`src/utu_pkg.sv`:
```
// ----------------------------------------------------------------------------
// utu_pkg: shared definitions for the UTF-16 to UTF-8 transcoder
// Holds the code-unit constants, the queue depth and the encoded entry that
// the front end hands to the byte serialiser.
// ----------------------------------------------------------------------------
`default_nettype none

package utu_pkg;

  // Code-unit and code-point widths.
  localparam int UNIT_W = 16;
  localparam int CP_W   = 21;
  localparam int BYTE_W = 8;
  localparam int MAX_BYTES = 4;
  localparam int IDX_W  = $clog2(MAX_BYTES);

  // High-surrogate range and the combining offset.
  localparam logic [UNIT_W-1:0] HI_SURR_FIRST = 16'hD800;
  localparam logic [UNIT_W-1:0] HI_SURR_LAST  = 16'hDBFF;
  // 0x10000 - 0xDC00, folded into a single constant.
  localparam logic [CP_W-1:0]   PAIR_OFFSET   = 21'h002400;

  // Encoding thresholds.
  localparam logic [CP_W-1:0] LIMIT_1B = 21'h00007F;
  localparam logic [CP_W-1:0] LIMIT_2B = 21'h0007FF;
  localparam logic [CP_W-1:0] LIMIT_3B = 21'h00FFFF;

  // Lead and continuation byte marks.
  localparam logic [BYTE_W-1:0] LEAD_2B = 8'hC0;
  localparam logic [BYTE_W-1:0] LEAD_3B = 8'hE0;
  localparam logic [BYTE_W-1:0] LEAD_4B = 8'hF0;
  localparam logic [BYTE_W-1:0] CONT_MK = 8'h80;

  // Queue between front end and serialiser.
  localparam int QDEPTH = 2;
  localparam int QPTR_W = $clog2(QDEPTH);
  localparam int QCNT_W = $clog2(QDEPTH + 1);

  // One encoded code point: bytes in emission order, index of the final byte
  // and the end-of-text mark of the item that completed it.
  typedef struct packed {
    logic [MAX_BYTES-1:0][BYTE_W-1:0] bytes;
    logic [IDX_W-1:0]                 last_idx;
    logic                             eot;
  } utu_entry_t;

endpackage : utu_pkg

`default_nettype wire

```
`src/utu_front.sv`:
```
// ----------------------------------------------------------------------------
// utu_front: code-unit intake and encoder
// Accepts code units, pairs surrogates and encodes each completed code point
// into one queue entry of up to four UTF-8 bytes.
// ----------------------------------------------------------------------------
`default_nettype none

module utu_front (
  input  wire                          clk,
  input  wire                          rst_n,
  input  wire                          in_tvalid,
  output logic                         in_tready,
  input  wire  [utu_pkg::UNIT_W-1:0]   in_tdata,   // [15:0] code_unit
  input  wire                          in_tlast,   // end_of_text
  output logic                         push_valid,
  input  wire                          push_ready,
  output utu_pkg::utu_entry_t          push_entry
);

  import utu_pkg::*;

  logic             pend_r, pend_nxt;
  logic [9:0]       held_r, held_nxt;
  logic             accept;
  logic             is_hi;
  logic             hold;
  logic [CP_W-1:0]  cp;

  // Input is taken whenever the queue has room.
  assign in_tready = push_ready;
  assign accept    = in_tvalid && in_tready;

  // Classify the unit: a high surrogate that is not final is held back.
  always_comb begin
    is_hi = in_tdata inside {[HI_SURR_FIRST:HI_SURR_LAST]};
    hold  = !pend_r && is_hi && !in_tlast;
  end

  // Form the code point; a unit following a held half is combined unchecked.
  always_comb begin
    if (pend_r) begin
      cp = {1'b0, held_r, 10'b0} + {{(CP_W-UNIT_W){1'b0}}, in_tdata} + PAIR_OFFSET;
    end else begin
      cp = {{(CP_W-UNIT_W){1'b0}}, in_tdata};
    end
  end

  // Encode into lead and continuation bytes.
  always_comb begin
    push_entry          = '0;
    push_entry.eot      = in_tlast;
    if (cp <= LIMIT_1B) begin
      push_entry.bytes[0] = cp[7:0];
      push_entry.last_idx = IDX_W'(0);
    end else if (cp <= LIMIT_2B) begin
      push_entry.bytes[0] = LEAD_2B | {3'b0, cp[10:6]};
      push_entry.bytes[1] = CONT_MK | {2'b0, cp[5:0]};
      push_entry.last_idx = IDX_W'(1);
    end else if (cp <= LIMIT_3B) begin
      push_entry.bytes[0] = LEAD_3B | {4'b0, cp[15:12]};
      push_entry.bytes[1] = CONT_MK | {2'b0, cp[11:6]};
      push_entry.bytes[2] = CONT_MK | {2'b0, cp[5:0]};
      push_entry.last_idx = IDX_W'(2);
    end else begin
      push_entry.bytes[0] = LEAD_4B | {5'b0, cp[20:18]};
      push_entry.bytes[1] = CONT_MK | {2'b0, cp[17:12]};
      push_entry.bytes[2] = CONT_MK | {2'b0, cp[11:6]};
      push_entry.bytes[3] = CONT_MK | {2'b0, cp[5:0]};
      push_entry.last_idx = IDX_W'(3);
    end
  end

  assign push_valid = accept && !hold;

  // Surrogate state update on every accepted transfer.
  always_comb begin
    pend_nxt = pend_r;
    held_nxt = held_r;
    if (accept) begin
      if (pend_r) begin
        pend_nxt = 1'b0;
        held_nxt = '0;
      end else if (hold) begin
        pend_nxt = 1'b1;
        held_nxt = in_tdata[9:0];
      end
    end
  end

  always_ff @(posedge clk) begin
    if (!rst_n) begin
      pend_r <= 1'b0;
      held_r <= '0;
    end else begin
      pend_r <= pend_nxt;
      held_r <= held_nxt;
    end
  end

endmodule : utu_front

`default_nettype wire

```
`src/utu_queue.sv`:
```
// ----------------------------------------------------------------------------
// utu_queue: short entry queue
// A small first-in first-out store that decouples the encoder from the byte
// serialiser so that each side may stall on its own.
// ----------------------------------------------------------------------------
`default_nettype none

module utu_queue (
  input  wire                  clk,
  input  wire                  rst_n,
  input  wire                  wr_valid,
  output logic                 wr_ready,
  input  utu_pkg::utu_entry_t  wr_entry,
  output logic                 rd_valid,
  input  wire                  rd_ready,
  output utu_pkg::utu_entry_t  rd_entry
);

  import utu_pkg::*;

  utu_entry_t         mem_r [QDEPTH];
  logic [QPTR_W-1:0]  wptr_r, wptr_nxt;
  logic [QPTR_W-1:0]  rptr_r, rptr_nxt;
  logic [QCNT_W-1:0]  cnt_r, cnt_nxt;
  logic               do_wr, do_rd;

  assign wr_ready = (cnt_r != QCNT_W'(QDEPTH));
  assign rd_valid = (cnt_r != '0);
  assign rd_entry = mem_r[rptr_r];
  assign do_wr    = wr_valid && wr_ready;
  assign do_rd    = rd_valid && rd_ready;

  // Pointer and fill-count update.
  always_comb begin
    wptr_nxt = wptr_r;
    rptr_nxt = rptr_r;
    cnt_nxt  = cnt_r;
    if (do_wr) begin
      wptr_nxt = (wptr_r == QPTR_W'(QDEPTH - 1)) ? '0 : wptr_r + 1'b1;
    end
    if (do_rd) begin
      rptr_nxt = (rptr_r == QPTR_W'(QDEPTH - 1)) ? '0 : rptr_r + 1'b1;
    end
    if (do_wr && !do_rd) begin
      cnt_nxt = cnt_r + 1'b1;
    end else if (do_rd && !do_wr) begin
      cnt_nxt = cnt_r - 1'b1;
    end
  end

  always_ff @(posedge clk) begin
    if (!rst_n) begin
      wptr_r <= '0;
      rptr_r <= '0;
      cnt_r  <= '0;
    end else begin
      wptr_r <= wptr_nxt;
      rptr_r <= rptr_nxt;
      cnt_r  <= cnt_nxt;
    end
  end

  // Entry storage needs no reset.
  always_ff @(posedge clk) begin
    if (do_wr) begin
      mem_r[wptr_r] <= wr_entry;
    end
  end

endmodule : utu_queue

`default_nettype wire

```
`src/utu_back.sv`:
```
// ----------------------------------------------------------------------------
// utu_back: byte serialiser
// Takes one encoded entry at a time and sends its bytes one per cycle unless
// stalled, through a registered output, marking the final byte of each run.
// ----------------------------------------------------------------------------
`default_nettype none

module utu_back (
  input  wire                          clk,
  input  wire                          rst_n,
  input  wire                          pop_valid,
  output logic                         pop_ready,
  input  utu_pkg::utu_entry_t          pop_entry,
  output logic                         out_tvalid,
  input  wire                          out_tready,
  output logic [utu_pkg::BYTE_W-1:0]   out_tdata,  // [7:0] utf8_byte
  output logic                         out_tlast,  // last_of_run
  output logic                         out_tuser   // text_done
);

  import utu_pkg::*;

  utu_entry_t         cur_r, cur_nxt;
  logic               cur_vld_r, cur_vld_nxt;
  logic [IDX_W-1:0]   idx_r, idx_nxt;
  logic               ovld_r, ovld_nxt;
  logic [BYTE_W-1:0]  obyte_r, obyte_nxt;
  logic               olast_r, olast_nxt;
  logic               odone_r, odone_nxt;
  logic               load_out;
  logic               at_end;

  // A byte moves into the output register when it is empty or being drained.
  assign at_end    = (idx_r == cur_r.last_idx);
  assign load_out  = cur_vld_r && (!ovld_r || out_tready);
  assign pop_ready = !cur_vld_r || (load_out && at_end);

  always_comb begin
    cur_nxt     = cur_r;
    cur_vld_nxt = cur_vld_r;
    idx_nxt     = idx_r;
    ovld_nxt    = ovld_r;
    obyte_nxt   = obyte_r;
    olast_nxt   = olast_r;
    odone_nxt   = odone_r;

    // Output register drains on a completed transfer.
    if (ovld_r && out_tready) begin
      ovld_nxt = 1'b0;
    end

    // Next byte of the current entry.
    if (load_out) begin
      ovld_nxt  = 1'b1;
      obyte_nxt = cur_r.bytes[idx_r];
      olast_nxt = at_end;
      odone_nxt = at_end && cur_r.eot;
      idx_nxt   = idx_r + 1'b1;
      if (at_end) begin
        cur_vld_nxt = 1'b0;
      end
    end

    // Fetch a fresh entry once the current one has been used up.
    if (pop_valid && pop_ready) begin
      cur_nxt     = pop_entry;
      cur_vld_nxt = 1'b1;
      idx_nxt     = '0;
    end
  end

  always_ff @(posedge clk) begin
    if (!rst_n) begin
      cur_vld_r <= 1'b0;
      ovld_r    <= 1'b0;
      idx_r     <= '0;
    end else begin
      cur_vld_r <= cur_vld_nxt;
      ovld_r    <= ovld_nxt;
      idx_r     <= idx_nxt;
    end
  end

  // Payload registers carry no reset.
  always_ff @(posedge clk) begin
    cur_r   <= cur_nxt;
    obyte_r <= obyte_nxt;
    olast_r <= olast_nxt;
    odone_r <= odone_nxt;
  end

  assign out_tvalid = ovld_r;
  assign out_tdata  = obyte_r;
  assign out_tlast  = olast_r;
  assign out_tuser  = odone_r;

endmodule : utu_back

`default_nettype wire

```
`src/utf16_to_utf8_transcoder.sv`:
```
// ----------------------------------------------------------------------------
// utf16_to_utf8_transcoder: UTF-16 code units in, UTF-8 bytes out
// Top level joining the encoder front end, the entry queue and the byte
// serialiser.
// ----------------------------------------------------------------------------
// One code unit is taken per transfer on the input stream, with tlast marking
// the final unit of a string. Each completed code point leaves as one to four
// bytes, one byte per cycle while the output is not stalled, from a registered
// output; tlast marks the final byte of each run and tuser the final byte of
// the string. A high surrogate that is not final is held and produces no
// bytes; the next unit is combined with it unchecked. The sustained rate is
// set by the output serialiser, which takes the next entry as the last byte of
// the current one is loaded. A two-entry queue lets the input keep accepting
// while the output is stalled. No clearing pass is needed after reset.
`default_nettype none

module utf16_to_utf8_transcoder (
  input  wire                          clk,
  input  wire                          rst_n,
  input  wire                          in_tvalid,
  output logic                         in_tready,
  input  wire  [utu_pkg::UNIT_W-1:0]   in_tdata,   // [15:0] code_unit
  input  wire                          in_tlast,   // end_of_text
  output logic                         out_tvalid,
  input  wire                          out_tready,
  output logic [utu_pkg::BYTE_W-1:0]   out_tdata,  // [7:0] utf8_byte
  output logic                         out_tlast,  // last_of_run
  output logic                         out_tuser   // text_done
);

  import utu_pkg::*;

  logic        push_valid, push_ready;
  utu_entry_t  push_entry;
  logic        pop_valid, pop_ready;
  utu_entry_t  pop_entry;

  // Intake and encoding.
  utu_front u_front (
    .clk        (clk),
    .rst_n      (rst_n),
    .in_tvalid  (in_tvalid),
    .in_tready  (in_tready),
    .in_tdata   (in_tdata),
    .in_tlast   (in_tlast),
    .push_valid (push_valid),
    .push_ready (push_ready),
    .push_entry (push_entry)
  );

  // Decoupling queue.
  utu_queue u_queue (
    .clk      (clk),
    .rst_n    (rst_n),
    .wr_valid (push_valid),
    .wr_ready (push_ready),
    .wr_entry (push_entry),
    .rd_valid (pop_valid),
    .rd_ready (pop_ready),
    .rd_entry (pop_entry)
  );

  // Byte serialiser.
  utu_back u_back (
    .clk        (clk),
    .rst_n      (rst_n),
    .pop_valid  (pop_valid),
    .pop_ready  (pop_ready),
    .pop_entry  (pop_entry),
    .out_tvalid (out_tvalid),
    .out_tready (out_tready),
    .out_tdata  (out_tdata),
    .out_tlast  (out_tlast),
    .out_tuser  (out_tuser)
  );

endmodule : utf16_to_utf8_transcoder

`default_nettype wire

```
`config.mk`:
```
export PLATFORM = sky130hd
export DESIGN_NAME = utf16_to_utf8_transcoder
export DESIGN_NICKNAME = d
export VERILOG_FILES = /design/src/utu_pkg.sv /design/src/utu_front.sv /design/src/utu_queue.sv /design/src/utu_back.sv /design/src/utf16_to_utf8_transcoder.sv
export SDC_FILE = /design/constraint.sdc
export NUM_CORES = 1
export LEC_CHECK = 0
export BUFFER_PORTS_ARGS = -buffer_cell sky130_fd_sc_hd__buf_4
export CORE_MARGIN = 2
export CORE_UTILIZATION = 37
export DETAILED_ROUTE_END_ITERATION = 12
export HOLD_SLACK_MARGIN = 0.08
export PLACE_DENSITY = 0.53
export REMOVE_ABC_BUFFERS = 1
export SYNTH_ARGS = -nofsm -noshare
export SYNTH_HDL_FRONTEND = slang
export SYNTH_SLANG_ARGS = --single-unit
```
`constraint.sdc`:
```
create_clock -name clk -period 5.42 [get_ports clk]
set_input_delay 0 -clock clk [delete_from_list [all_inputs] [get_ports clk]]
set_output_delay 0 -clock clk [all_outputs]
set_load 0.02 [all_outputs]
```
==> flow_summary_export.csv <==
group,metric,value,unit
power,totalPowerFinal,2.929,mW
critical_path,cpPeakStageDelay,440,ps
sta,min_period_over_period,63.18,%
cts,cts_buffer_depth,2,
global_routing,track_usage,15.31,%
critical_path,start_kind,"register",
routing,wl_met1,5.408,mm
global_routing,grt_pass1_vias,3432,
routing,drt_iter0_drc,189,
floorplan,fp.dieArea,16050,um^2
outcome,status,"complete, no violations",
critical_path,cp_cell_sequence,"ha_1 > ha_1 > fa_1 > a211oi_2 > o21ai_0 > o31ai_1 > o221ai_2 > buf_4 > nor2_4 > inv_2 > or3_1",
critical_path,crit_path_end_kind,"register",
floorplan,dieHeight,126.7,um
routing,routed.top_layer,"met4",
sta,slew_viol_final,0,
placement,preCtsSetupSlack,2027,ps
placement,dp_hpwl,7.566,mm
sta,worst_pin_slew,814.3,ps
routing,met2_length,5.347,mm
critical_path,cp.required,5570,ps
routing,ant_nets,0,
cts,clkTransAtPathRegs,60,ps
synthesis,synth_top_area_share,55.53,%
cts,numCtsBuffers,17,
floorplan,start_util,38.04,%
synthesis,ys_seq_elements,122,
floorplan,num_io_pins,33,
power,p_per_area,434.5,nW/um^2
synthesis,yosysUniqueCellTypes,60,
routing,vias_per_cell,5.172,
critical_path,crit_buf_inv,2,
critical_path,crit_fanout,36,
routing,drtPass1Iterations,4,
critical_path,criticalPathCategory,"register to register",
layout,diodes,0,
synthesis,ys.flop_type,"edfxtp_1",
sta,fmax,0.2920,GHz
floorplan,core_area,14640,um^2
routing,drt_wl_total,11.36,mm
sta,hold_violations,0,
synthesis,synth_top_area_cell,"edfxtp_1",
cts,root_buffer,"clkbuf_16",
layout,area_delta_synth_final,21.05,%
global_routing,gr-total-overflow,0,
synthesis,ys_top_cells_by_area,"edfxtp_1, dfxtp_1, mux2_2, ha_1, mux4_2",
cts,clkSinkCount,122,
synthesis,synthArstFlopShare,0,%
routing,routed-wl-met3,402,um
global_routing,antenna_found_initial,0,
layout,fill_cells,1352,
power,ir_drop,179.7,uV
layout,nets,502,
cts,htreeDepth,4,
critical_path,slowest_stage,"fa_1",
sta,rsz0062_at_grt,"false",
synthesis,yosysWarningCount,0,
routing,num_vias,3434,
sta,slew_headroom,45.71,%
global_routing,grt_pass1_wl,18.64,mm
critical_path,crit_path_frequent_cell,"ha_1",
layout,final-instance-count-excl-fill,664,
synthesis,synth_edf_count,103,
routing,drc_errors,0,
cts,cts_resized,0,
sta,finalSetupViolCount,0,
routing,wl_per_cell,17.11,um
cts,insertion_delay,410,ps
sta,fin_crit,3424,ps
synthesis,syn-cell-area,5570,um^2
global_routing,grt_max_degree,37,
floorplan,die_w,126.7,um
placement,place_inst,610,
synthesis,ys_seq_area_share,62.35,%
placement,portBuffers,32,
critical_path,cpLargestDelayFamily,"compound AO/OA/AOI/OAI gates",
run,drv_cap,0,
synthesis,synthCells,408,
critical_path,critPathArrivalTime,3570,ps
placement,routabilityCongestion,0.8297,
min_path,hold_class,"input pin to register",
sta,timing.hold.ws,210.4,ps
sta,layout_setup_ws,1996,ps
power,p_leak,2.322,nW
floorplan,rows,44,
sta,clock_skew,8.285,ps
cts,cts_tree,"yes",
synthesis,syn_area_per_cell,13.65,um^2
sta,finalSetupTns,0,ps
layout,drive_gt1_share,23.96,%
[through the flow]
stage               utilization [%]  cell area, um^2
finish                        46.04             6743
global route                  46.04             6743
CTS                           46.04             6743
detailed placement            40.98             6001
global placement              40.98             6001
floorplan                         -             5487
[power by group]
part           internal, mW  switching (mW)  total [mW]
registers              1.28           0.111        1.39
logic                 0.257           0.282       0.539
clock network         0.621           0.378       0.999
total                  2.16           0.770        2.93
[synthesized netlist by cell type (2+ instances only)]
| cell type | number |
|---|---|
| dfxtp_1 | 19 |
| nor4bb_1 | 2 |
| o21a_1 | 4 |
| clkbuf_1 | 12 |
| nor4_1 | 2 |
| mux4_2 | 7 |
| buf_2 | 4 |
| nand2b_1 | 4 |
| a21oi_1 | 10 |
| and2_1 | 13 |
| nor2b_1 | 12 |
| o21ba_2 | 2 |
| xnor2_1 | 7 |
| o21ai_0 | 15 |
| xor2_1 | 5 |
| a31o_2 | 2 |
| a22oi_1 | 12 |
| inv_1 | 18 |
| nor3b_1 | 2 |
| ha_1 | 13 |
| nor2_1 | 20 |
| nand3_1 | 4 |
| o21bai_1 | 2 |
| mux2_2 | 32 |
| nand3b_1 | 2 |
| edfxtp_1 | 103 |
| mux2i_1 | 6 |
| o32a_1 | 2 |
| or3_1 | 2 |
| nand4_1 | 2 |
| o31ai_1 | 2 |
| a21boi_0 | 3 |
| a21o_1 | 3 |
| o21ai_1 | 2 |
| nand2_1 | 30 |
| buf_4 | 2 |
| nor3_1 | 3 |
[worst min-delay path, cell delays in order]
cell	delay, ps
buf_4	100
mux2i_1	110
mux2i_1	240
[flip-flops by register name (all words and copies together), names as in the netlist]
name / count
u_front.pend_r: 1
u_back.idx_r: 2
u_queue.wptr_r: 1
u_front.held_r: 10
u_queue.cnt_r: 2
u_back.out_tdata: 8
u_back.out_tuser: 1
u_back.out_tvalid: 1
u_back.out_tlast: 1
u_back.cur_vld_r: 1
u_queue.mem_r: 62
u_back.cur_r: 31
u_queue.rptr_r: 1
[routing by layer]
| metal | up-vias | track usage, % |
|---|---|---|
| met1 | 1705 | 21.08 |
| met5 | - | 0 |
| met2 | 60 | 23.43 |
| met3 | 18 | 3.965 |
| met4 | 0 | 5.818 |
| li1 | 1651 | - |
[layout by cell type, fill, tap and decap left out, drive strengths merged, types with 17 or more instances in the layout]
master	count
edfxtp	103
buf	37
mux2	32
nand2	30
dlygate4sd3	22
clkbuf	22
nor2	21
inv	19
dfxtp	19
o21ai	17
[kinds of logic after synthesis]
logic type | count (synthesis) | synth area share (%)
adders and majority gates | 14 | 3.280
muxes | 45 | 10.38
buffers and inverters | 38 | 2.785
and+or+nand+nor | 103 | 9.591
DFF | 122 | 62.35
xor gates and xnor gates | 12 | 1.887
AOI/OAI and AO/OA | 74 | 9.726
[worst paths after layout]
path	to	start	slack, ps	cells past startpoint
setup reg to reg	u_queue.mem_r[1][9]	u_front.held_r[1]	2000	11
setup / recovery	u_queue.mem_r[1][9]	u_front.held_r[1]	2000	11
hold reg to reg	u_back.cur_vld_r	u_back.cur_vld_r	510	2
hold / removal	u_queue.mem_r[1][11]	in_tdata[12]	210	3
[area by class of cell]
class	instances	area [um^2]	share of cell area (%)
clock buffer	22	444.2	6.587
clock inverter	10	77.57	1.150
inverter	19	71.32	1.058
multi-input combinational	248	1947	28.87
sequential	122	3475	51.53
tap	184	230.2	3.414
timing repair buffer	59	498.0	7.385
[what timing repair did]
action,CTS,global route
hold buffers,22,0
hold endpoints to repair,54,0
setup buffers,0,0
(Power assumes the default switching activity.)
